==> src/sv/vfo_pkg.sv <==
// shared constants, codes and command/status types of the voxel face occlusion block
// no dependencies
package vfo_pkg;

    localparam int MAX_DIM_DEF = 16;
    localparam int COORD_W     = 4;
    localparam int SIZE_W      = 5;
    localparam int CFG_IDX_W   = 2;
    localparam int FACE_W      = 6;
    localparam int IN_TDATA_W  = 16;
    localparam int OUT_TDATA_W = 8;

    localparam logic [SIZE_W-1:0] SIZE_RESET = 5'd16;

    localparam logic OP_WRITE = 1'b0;
    localparam logic OP_QUERY = 1'b1;

    localparam logic [CFG_IDX_W-1:0] REG_SIZE_X = 2'd0;
    localparam logic [CFG_IDX_W-1:0] REG_SIZE_Y = 2'd1;
    localparam logic [CFG_IDX_W-1:0] REG_SIZE_Z = 2'd2;

    localparam int FACE_XP = 0;
    localparam int FACE_XN = 1;
    localparam int FACE_YP = 2;
    localparam int FACE_YN = 3;
    localparam int FACE_ZP = 4;
    localparam int FACE_ZN = 5;

    typedef struct packed {
        logic load_item;
        logic clr_step;
        logic rd_first;
        logic rd_second;
        logic rd_third;
        logic wr_item;
        logic fin;
    } vfo_cmd_t;

    typedef struct packed {
        logic is_query;
        logic in_chunk;
        logic out_free;
        logic clr_last;
    } vfo_stat_t;

endpackage

==> src/sv/vfo_ctrl.sv <==
// controller state machine: clearing pass, item sequencing over the row memory reads
// depends on vfo_pkg
module vfo_ctrl (
    input  logic               aclk,
    input  logic               aresetn,
    input  logic               s_tvalid,
    output logic               s_tready,
    input  vfo_pkg::vfo_stat_t stat,
    output vfo_pkg::vfo_cmd_t  cmd
);
    import vfo_pkg::*;

    localparam logic [2:0] S_CLEAR = 3'd0;
    localparam logic [2:0] S_IDLE  = 3'd1;
    localparam logic [2:0] S_RD0   = 3'd2;
    localparam logic [2:0] S_RD1   = 3'd3;
    localparam logic [2:0] S_RD2   = 3'd4;
    localparam logic [2:0] S_FIN   = 3'd5;
    localparam logic [2:0] S_WR    = 3'd6;

    logic [2:0] st_reg;
    logic [2:0] st_next;

    always_ff @(posedge aclk) begin
        if (!aresetn) begin
            st_reg <= S_CLEAR;
        end else begin
            st_reg <= st_next;
        end
    end

    always_comb begin
        st_next  = st_reg;
        cmd      = '0;
        s_tready = 1'b0;
        case (st_reg)
            S_CLEAR: begin
                cmd.clr_step = 1'b1;
                if (stat.clr_last) begin
                    st_next = S_IDLE;
                end
            end
            S_IDLE: begin
                s_tready = 1'b1;
                if (s_tvalid) begin
                    cmd.load_item = 1'b1;
                    st_next       = S_RD0;
                end
            end
            S_RD0: begin
                if (!stat.in_chunk) begin
                    st_next = stat.is_query ? S_FIN : S_IDLE;
                end else begin
                    cmd.rd_first = 1'b1;
                    st_next      = stat.is_query ? S_RD1 : S_WR;
                end
            end
            S_RD1: begin
                cmd.rd_second = 1'b1;
                st_next       = S_RD2;
            end
            S_RD2: begin
                cmd.rd_third = 1'b1;
                st_next      = S_FIN;
            end
            S_FIN: begin
                if (stat.out_free) begin
                    cmd.fin = 1'b1;
                    st_next = S_IDLE;
                end
            end
            S_WR: begin
                cmd.wr_item = 1'b1;
                st_next     = S_IDLE;
            end
            default: begin
                st_next = S_IDLE;
            end
        endcase
    end

endmodule

==> config.mk <==
export PLATFORM = sky130hd
export DESIGN_NAME = vfo_ctrl
export DESIGN_NICKNAME = d
export VERILOG_FILES = /design/src/sv/vfo_pkg.sv /design/src/sv/vfo_ctrl.sv
export SDC_FILE = /design/constraint.sdc
export NUM_CORES = 1
export LEC_CHECK = 0
export ABC_AREA = 1
export BUFFER_PORTS_ARGS = -buffer_cell sky130_fd_sc_hd__buf_2
export CAP_MARGIN = 0
export CELL_PAD_IN_SITES_DETAIL_PLACEMENT = 1
export CELL_PAD_IN_SITES_GLOBAL_PLACEMENT = 2
export CORE_MARGIN = 3
export CORE_UTILIZATION = 16
export DETAILED_ROUTE_END_ITERATION = 8
export GPL_ROUTABILITY_DRIVEN = 1
export GPL_TIMING_DRIVEN = 0
export PLACE_DENSITY = 0.7
export SLEW_MARGIN = 20
export SYNTH_ARGS = -nofsm -noshare
export SYNTH_HDL_FRONTEND = slang
export SYNTH_SLANG_ARGS = --single-unit
==> constraint.sdc <==
create_clock -name aclk -period 0.9 [get_ports aclk]
set_input_delay 0.045 -clock aclk [delete_from_list [all_inputs] [get_ports aclk]]
set_output_delay 0.045 -clock aclk [all_outputs]
set_load 0.05 [all_outputs]
* Yosys cells after proc, flatten, opt, wreduce, memory -nomap -nowiden
Cells that the tools add are included.
Operators by class: eq/ne operators 9, mux-type cells 18, reductions and logical operators 2
Operators by type and width (number):
- 3-bit two-way mux | 6
- 3-bit one-hot mux with 6 select lines | 1
- 1-bit two-way mux | 11
- 3-bit == test (second input constant) | 3
- 3-bit by 2-bit == test with 1-bit output (second input constant) | 2
- 2-bit != test (second input constant) | 3
- 3-bit by 1-bit == test with 1-bit output (second input constant) | 1
- 3-bit zero test | 1
- 3-bit AND reduction | 1
Storage, ports and cells: register bits after elaboration 3, input bits 7, output and inout bits 8, word-level logic and storage cells 30

* Longest topological paths before layout
Gate-level depths: netlist of run 1.
word-level depth 3, depth in mapped cells 8, mapped depth without buffers 7

* Worst setup path after synthesis of run 1
OpenSTA, ideal clock, no wires.
kind flip-flop to output port, start point register st_reg[0], end point output cmd[0] (netlist bit), arrival 1560 ps, setup slack -705 ps, stages on the path, launching flop included 4, path buffers 1, path through dfxtp_1 -> buf_4 -> nand2_1 -> nor3_1
RTL lines:
- from (decl) | line vfo_ctrl.sv:21 | logic [2:0] st_reg;
- from (signal assigned) | line vfo_ctrl.sv:28 | st_reg <= st_next;
- to (decl) | line vfo_ctrl.sv:9 | output vfo_pkg::vfo_cmd_t cmd

==> results.sh, run 1 <==
export IMPL_run_status="complete, but fails checks"
export IMPL_failed_checks="negative setup slack"
export IMPL_post_dp_cell_area_sq_um=466.7
export IMPL_number_of_synthesized_register_bits=3
export IMPL_distinct_cell_type_count_of_the_synthesized_netlist=18
export IMPL_hold_class="input port to flop"
export IMPL_final_std_cell_area_no_fill_sq_um=665.6
export IMPL_synthFlopType="sky130_fd_sc_hd__dfxtp_1"
export IMPL_finClkSkew_ns=0.002202
export IMPL_leakage_nw=0.3344
export IMPL_post_place_cells=87
export IMPL_die_ar_sq_mm=0.002334
export IMPL_wirelength_per_cell_um=9.657
export IMPL_globalRoute_busiestLayer="met2"
export IMPL_syn_nets=57
export IMPL_worst_setup_path_start_kind="flop"
export IMPL_grt_pass1_vias=402
export IMPL_buffer_ports_inserted=14
export IMPL_num_vias=402
export IMPL_fp_dieW_um=48.32
export IMPL_clock_sink_count=3
export IMPL_finalNetCount=87
export IMPL_cts_made_buffers=3
export IMPL_end_kind="output port"
export IMPL_synth_seq_area_share_pct=20.96
export IMPL_clock_tree_from_tritoncts="done"
export IMPL_synth_warning_count=0
export IMPL_grtUsageTotal_pct=8.827
export IMPL_hold_path_startpoint="aresetn"
export IMPL_num_rows=14
export IMPL_wire_length_of_the_first_global_routing_pass_mm=1.628
export IMPL_routed_wirelength_um=985
export IMPL_final_setup_tns_ns=-2.340
export IMPL_final_hold_worst_slack_ns=0.03708
export IMPL_vdd_drop_max_uv=488.8
export IMPL_synthTopCellsByCount="sky130_fd_sc_hd__inv_1, sky130_fd_sc_hd__nand2_1, sky130_fd_sc_hd__nor2_1, sky130_fd_sc_hd__inv_2"
export IMPL_avgViaCountPerCell=3.941
export IMPL_timing_critical_path_fanout_max=6
export IMPL_met2_usage_pct=16.28
export IMPL_power_per_cell_area_mw_per_mm2=1478
export IMPL_critical_path_startpoint="st_reg[1]"
export IMPL_cts_root_buffer="sky130_fd_sc_hd__clkbuf_4"
export IMPL_place_congestion=0.6455
export IMPL_synth_area_per_inst_sq_um=5.847
export IMPL_critical_path_data_arrival_time_ns=1.11
export IMPL_die_h_um=48.32
export IMPL_drt_first_iter_violations=1
export IMPL_ys_async_sr_fraction_pct=0
export IMPL_first_pass_iters=2
export IMPL_max_freq_ghz=0.8622
export IMPL_synthToLayoutAreaGrowth_pct=132.3
export IMPL_cts_root_to_sink_buffers=2
export IMPL_ant_nets=0
export IMPL_worst_pin_slew_ns=0.1527
export IMPL_grtUsageMet1_pct=10.06
export IMPL_slew_viol_final=0
export IMPL_placeableCoreArea_sq_mm=0.001594
export IMPL_gr_util_met3_pct=0.9202
export IMPL_synth_enable_flop_cells=0
export IMPL_io_pin_count=15
export IMPL_reg_to_reg_critical_path_startpoint="st_reg[1]"
export IMPL_finalCriticalPeriod_ns=1.160
export IMPL_start_util_pct=17.97
export IMPL_timing_critical_path_required_ns=0.85
export IMPL_clock_insertion_delay_worst_skew_ns=0.23
export IMPL_post_route_period_util_pct=128.9
export IMPL_crit_end="cmd[2]"
export IMPL_dpl_hpwl_um=668.2
export IMPL_largest_cells_by_area_after_synthesis="sky130_fd_sc_hd__dfxtp_1, sky130_fd_sc_hd__inv_1, sky130_fd_sc_hd__nand2_1, sky130_fd_sc_hd__nor2_1, sky130_fd_sc_hd__nand3_1"
export IMPL_finalNonFillerCells=102
export IMPL_finalWorstSetupSlack_ns=-0.2598
export IMPL_finalSetupViolations=11
export IMPL_clkTransAtPathRegs_ns=0.04
export IMPL_rr_endpoint="st_reg[1]"
export IMPL_postCtsHoldBufs=0
export IMPL_cap_viol_max_count=0
export IMPL_syn_area_sq_um=286.5
export IMPL_antenna_cells_inserted=0
export IMPL_drc=0
export IMPL_number_of_flip_flops_in_the_largest_register=3
export IMPL_synth_top_cell_area_share_pct=20.96
export IMPL_report_final_hold_viol_count=0
export IMPL_synthCells=49
export IMPL_layout_drive_gt1_share_pct=66.67
export IMPL_antenna_found_initial=0
export IMPL_ff2ff_path_depth=7
export IMPL_grt_overflow=0
export IMPL_grt_setup_unrepaired="true"
export IMPL_regToRegSetupSlack_ns=-0.22
export IMPL_crit_type="flop to output port"
export IMPL_post_synth_top_area_cell="sky130_fd_sc_hd__dfxtp_1"
export IMPL_grt_start_max_net_pins=8
export IMPL_dp_slack_ns=-0.2051
export IMPL_htreeDepth=1
export IMPL_timing_max_slew_rel_slack_pct=89.82
routing by layer:
layer | share of wire, % | wire, um
met1 | 42 | 413
met2 | 56 | 551
met3 | 2.0 | 20
met4 | 0 | 0
met5 | 0 | 0
cell usage in the layout (no fill, tap or decap), types with 2 or more instances in the layout:
| master | n |
|---|---|
| sky130_fd_sc_hd__nand2_2 | 2 |
| sky130_fd_sc_hd__buf_2 | 6 |
| sky130_fd_sc_hd__nor2_1 | 5 |
| sky130_fd_sc_hd__nand3_1 | 3 |
| sky130_fd_sc_hd__nor2_4 | 4 |
| sky130_fd_sc_hd__buf_4 | 10 |
| sky130_fd_sc_hd__nand2_1 | 6 |
| sky130_fd_sc_hd__dfxtp_4 | 3 |
| sky130_fd_sc_hd__nand4_1 | 2 |
| sky130_fd_sc_hd__nor3_4 | 3 |
| sky130_fd_sc_hd__buf_8 | 2 |
| sky130_fd_sc_hd__inv_2 | 3 |
| sky130_fd_sc_hd__buf_6 | 8 |
| sky130_fd_sc_hd__clkbuf_4 | 3 |
| sky130_fd_sc_hd__inv_1 | 5 |
| sky130_fd_sc_hd__clkinvlp_4 | 2 |
worst max-delay path, stage by stage (launching register included):
cell and delay, ns:
sky130_fd_sc_hd__dfxtp_4 0.36, sky130_fd_sc_hd__buf_4 0.15, sky130_fd_sc_hd__nor2_4 0.09, sky130_fd_sc_hd__nand2_2 0.08, sky130_fd_sc_hd__clkinvlp_4 0.07, sky130_fd_sc_hd__buf_8 0.13
worst min-delay path by stage:
stage,to,slack (ns),depth (start not counted)
after floorplan,st_reg[2],0.14,2
after global placement,st_reg[2],0.27,3
after detailed placement,st_reg[2],0.27,3
after CTS,st_reg[2],0.03,3
after global routing,st_reg[2],0.05,3
final,st_reg[2],0.04,3
area by class of cell:
cell class | count | area, sq um
inverters | 13 | 68.82
clock buffers | 4 | 26.28
multi-input cells | 32 | 244.0
repair buffers | 26 | 225.2
flip-flops and latches | 3 | 71.32
well taps | 24 | 30.03
fillers | 196 | 928.4
per-stage QoR:
step	total power [mW]	utilization (%)
floorplan	0.5165	-
global placement	0.5939	29.28
detailed placement	0.5972	29.28
CTS	0.9402	38.62
global route	1.058	41.76
finish	0.9841	41.76
power by group:
group / total [mW] / internal (mW) / switching [mW] / leakage [nW]
Clock: 0.228 / 0.166 / 0.0623 / 0.0150
Combinational: 0.551 / 0.242 / 0.309 / 0.293
Sequential: 0.205 / 0.154 / 0.0510 / 0.0267
timing repair:
item	in CTS	in global routing
pin swaps	8	6
endpoints found under the setup margin	11	11
gates resized for setup	29	4
setup buffers	7	5
cloned	0	0
logic make-up after synthesis:
logic type / count (synthesis) / synth area share, %
compound gates: 2 / 4.802
simple gates: 29 / 50.22
flops: 3 / 20.96
buf+inv: 14 / 19.65
fa+ha+maj: 1 / 4.366
Power figures use the tool's default switching activity.
==> run 2, diff against run 1 <==
--- a/config.mk
+++ b/config.mk
@@ -9,12 +9,11 @@
 export BUFFER_PORTS_ARGS = -buffer_cell sky130_fd_sc_hd__buf_2
 export CAP_MARGIN = 0
 export CELL_PAD_IN_SITES_DETAIL_PLACEMENT = 1
-export CELL_PAD_IN_SITES_GLOBAL_PLACEMENT = 2
-export CORE_MARGIN = 3
-export CORE_UTILIZATION = 16
+export CELL_PAD_IN_SITES_GLOBAL_PLACEMENT = 1
+export CORE_AREA = 3 3 40 42
 export DETAILED_ROUTE_END_ITERATION = 8
+export DIE_AREA = 0 0 43 45
 export GPL_ROUTABILITY_DRIVEN = 1
-export GPL_TIMING_DRIVEN = 0
 export PLACE_DENSITY = 0.7
 export SLEW_MARGIN = 20
 export SYNTH_ARGS = -nofsm -noshare
==> run 2 against run 1 <==
  * The run still ends with negative setup slack left
  * Worst setup slack better by 0.012 ns
  * Global-route usage increased by 5.1 points
  * Sequential power about the same
  * Worst hold slack got worse by 0.011 ns
  * Non-clock buffer count decreased by 1
  * Largest power group unchanged
  * Sequential share of layout area decreased by 0.16 points
  * Flip-flop and latch count stayed put
  * Fmax increased by 1.1%
  * Via count increased by 1.5%
  * Routed wire length increased by 4.6%
==> results.sh, run 2 (synthesis gave the netlist of run 1 again) <==
export IMPL_post_route_period_util_pct=127.5
export IMPL_final_util_pct=52.58
export IMPL_leakage_nw=0.3314
export IMPL_switchingPower_mw=0.4481
export IMPL_htreeDepth=1
export IMPL_max_freq_ghz=0.8713
export IMPL_synthToLayoutAreaGrowth_pct=135.8
export IMPL_slew_viol_final=0
export IMPL_clock_sink_count=3
export IMPL_cts_made_buffers=3
export IMPL_hold_class="input port to flop"
export IMPL_start_util_pct=22.30
export IMPL_dpl_hpwl_um=768.2
export IMPL_num_rows=13
export IMPL_wirelength_per_cell_um=11.20
export IMPL_pwr_share_comb_pct=56.5
export IMPL_number_of_flip_flops_in_the_largest_register=3
export IMPL_ant_nets=0
export IMPL_layout_filler_cells=161
export IMPL_grt_start_max_net_pins=9
export IMPL_clock_tree_from_tritoncts="done"
export IMPL_cap_viol_max_count=0
export IMPL_pwr_share_clk_pct=23.4
export IMPL_run_status="complete, but fails checks"
export IMPL_drt_first_iter_violations=0
export IMPL_io_pin_count=15
export IMPL_grt_setup_unrepaired="true"
export IMPL_post_dp_cell_area_sq_um=505.5
export IMPL_num_vias=408
export IMPL_cts_root_to_sink_buffers=2
export IMPL_finClkSkew_ns=0.004319
export IMPL_report_final_hold_viol_count=0
export IMPL_timing_max_slew_rel_slack_pct=89.32
export IMPL_timing_critical_path_fanout_max=8
export IMPL_layout_drive_gt1_share_pct=70.13
export IMPL_vdd_drop_max_uv=646.6
export IMPL_die_h_um=45
export IMPL_crit_type="flop to output port"
export IMPL_clock_insertion_delay_worst_skew_ns=0.24
export IMPL_cts_root_buffer="sky130_fd_sc_hd__clkbuf_4"
export IMPL_sequentialPowerShare_pct=20.1
export IMPL_final_cell_mix="sky130_fd_sc_hd__buf_6, sky130_fd_sc_hd__buf_4, sky130_fd_sc_hd__buf_2"
export IMPL_die_ar_sq_mm=0.001935
export IMPL_failed_checks="negative setup slack"
export IMPL_grt_overflow=0
export IMPL_finalSetupViolations=11
export IMPL_grtUsageTotal_pct=13.91
export IMPL_antenna_cells_inserted=0
export IMPL_routed_wirelength_mm=1.030
export IMPL_finalNetCount=86
export IMPL_timing_critical_path_required_ns=0.85
export IMPL_regToRegSetupSlack_ns=-0.18
export IMPL_worst_setup_path_start_kind="flop"
export IMPL_antenna_found_initial=0
export IMPL_avgViaCountPerCell=4.435
export IMPL_grt_pass1_vias=466
export IMPL_clkTransAtPathRegs_ns=0.04
export IMPL_power_per_cell_area_mw_per_mm2=1524
export IMPL_power_share_switching_pct=43.52
export IMPL_drc=0
export IMPL_first_pass_iters=1
export IMPL_postCtsHoldBufs=0
export IMPL_buffer_ports_inserted=14
export IMPL_end_kind="output port"
export IMPL_finalCriticalPeriod_ns=1.148
export IMPL_final_std_cell_area_no_fill_sq_um=675.6
export IMPL_finalWorstSetupSlack_ns=-0.2478
export IMPL_wire_length_of_the_first_global_routing_pass_mm=2.014
export IMPL_placeableCoreArea_sq_mm=0.001285
export IMPL_place_congestion=0.7088
export IMPL_critical_path_data_arrival_time_ns=1.10
export IMPL_cell_internal_pwr_mw=0.5814
export IMPL_worst_pin_slew_ns=0.1602
export IMPL_fp_dieW_um=43
==> run 2: per-layer routing <==
layer,wire length [um],GRT usage [%],up-vias
met5,0,0,-
met4,13,7.229,0
met3,37,1.195,2
met2,581,27.25,10
met1,399,14.70,187
li1,-,-,209
==> run 2: what timing repair did <==
item                                    in CTS  in global routing
pin swaps                                    5                  4
setup buffers                                4                  0
resized for setup                           31                  5
endpoints found under the setup margin      11                 11
==> run 2: through the flow <==
stage / cells / hold WS [ns] / setup WS [ns] / total power [mW] / setup TNS [ns]
after floorplan: 49 / 0.1426 / -0.1042 / 0.5165 / -0.4855
after global placement: 84 / 0.2674 / -0.1300 / 0.6354 / -1.017
after detailed placement: 84 / 0.2715 / -0.1641 / 0.6437 / -1.207
after CTS: 92 / 0.02711 / -0.2674 / 1.021 / -2.271
after global routing: 92 / 0.06279 / -0.3124 / 1.095 / -2.777
final: 92 / 0.02569 / -0.2478 / 1.030 / -2.186
==> run 2: path summary, 6_finish.rpt <==
check        depth (start not counted)  startpoint        end
min reg2reg                          4   st_reg[2]  st_reg[0]
max                                  3   st_reg[0]     cmd[1]
max reg2reg                          7   st_reg[1]  st_reg[1]
min                                  3     aresetn  st_reg[2]
==> run 2: cell type report <==
cell class | count | area (sq um) | share of cell area (%)
Timing Repair Buffer | 25 | 241.5 | 35.74
Tap cell | 15 | 18.77 | 2.778
Inverter | 13 | 68.82 | 10.19
Sequential cell | 3 | 71.32 | 10.56
Clock buffer | 4 | 26.28 | 3.889
Multi-Input combinational cell | 32 | 249.0 | 36.85
==> run 2: power groups by stage <==
stage                     logic, mW  registers, mW  clock network, mW
after floorplan               0.336          0.180                  0
after global placement        0.442          0.194                  0
after detailed placement      0.449          0.195                  0
after CTS                     0.564          0.205              0.251
after global routing          0.629          0.212              0.254
final                         0.582          0.207              0.240
==> run 2: worst max-delay path: stages (launching register included) <==
cell and delay (ns):
sky130_fd_sc_hd__dfxtp_4 0.39, sky130_fd_sc_hd__buf_6 0.13, sky130_fd_sc_hd__nor3_4 0.17, sky130_fd_sc_hd__buf_6 0.17
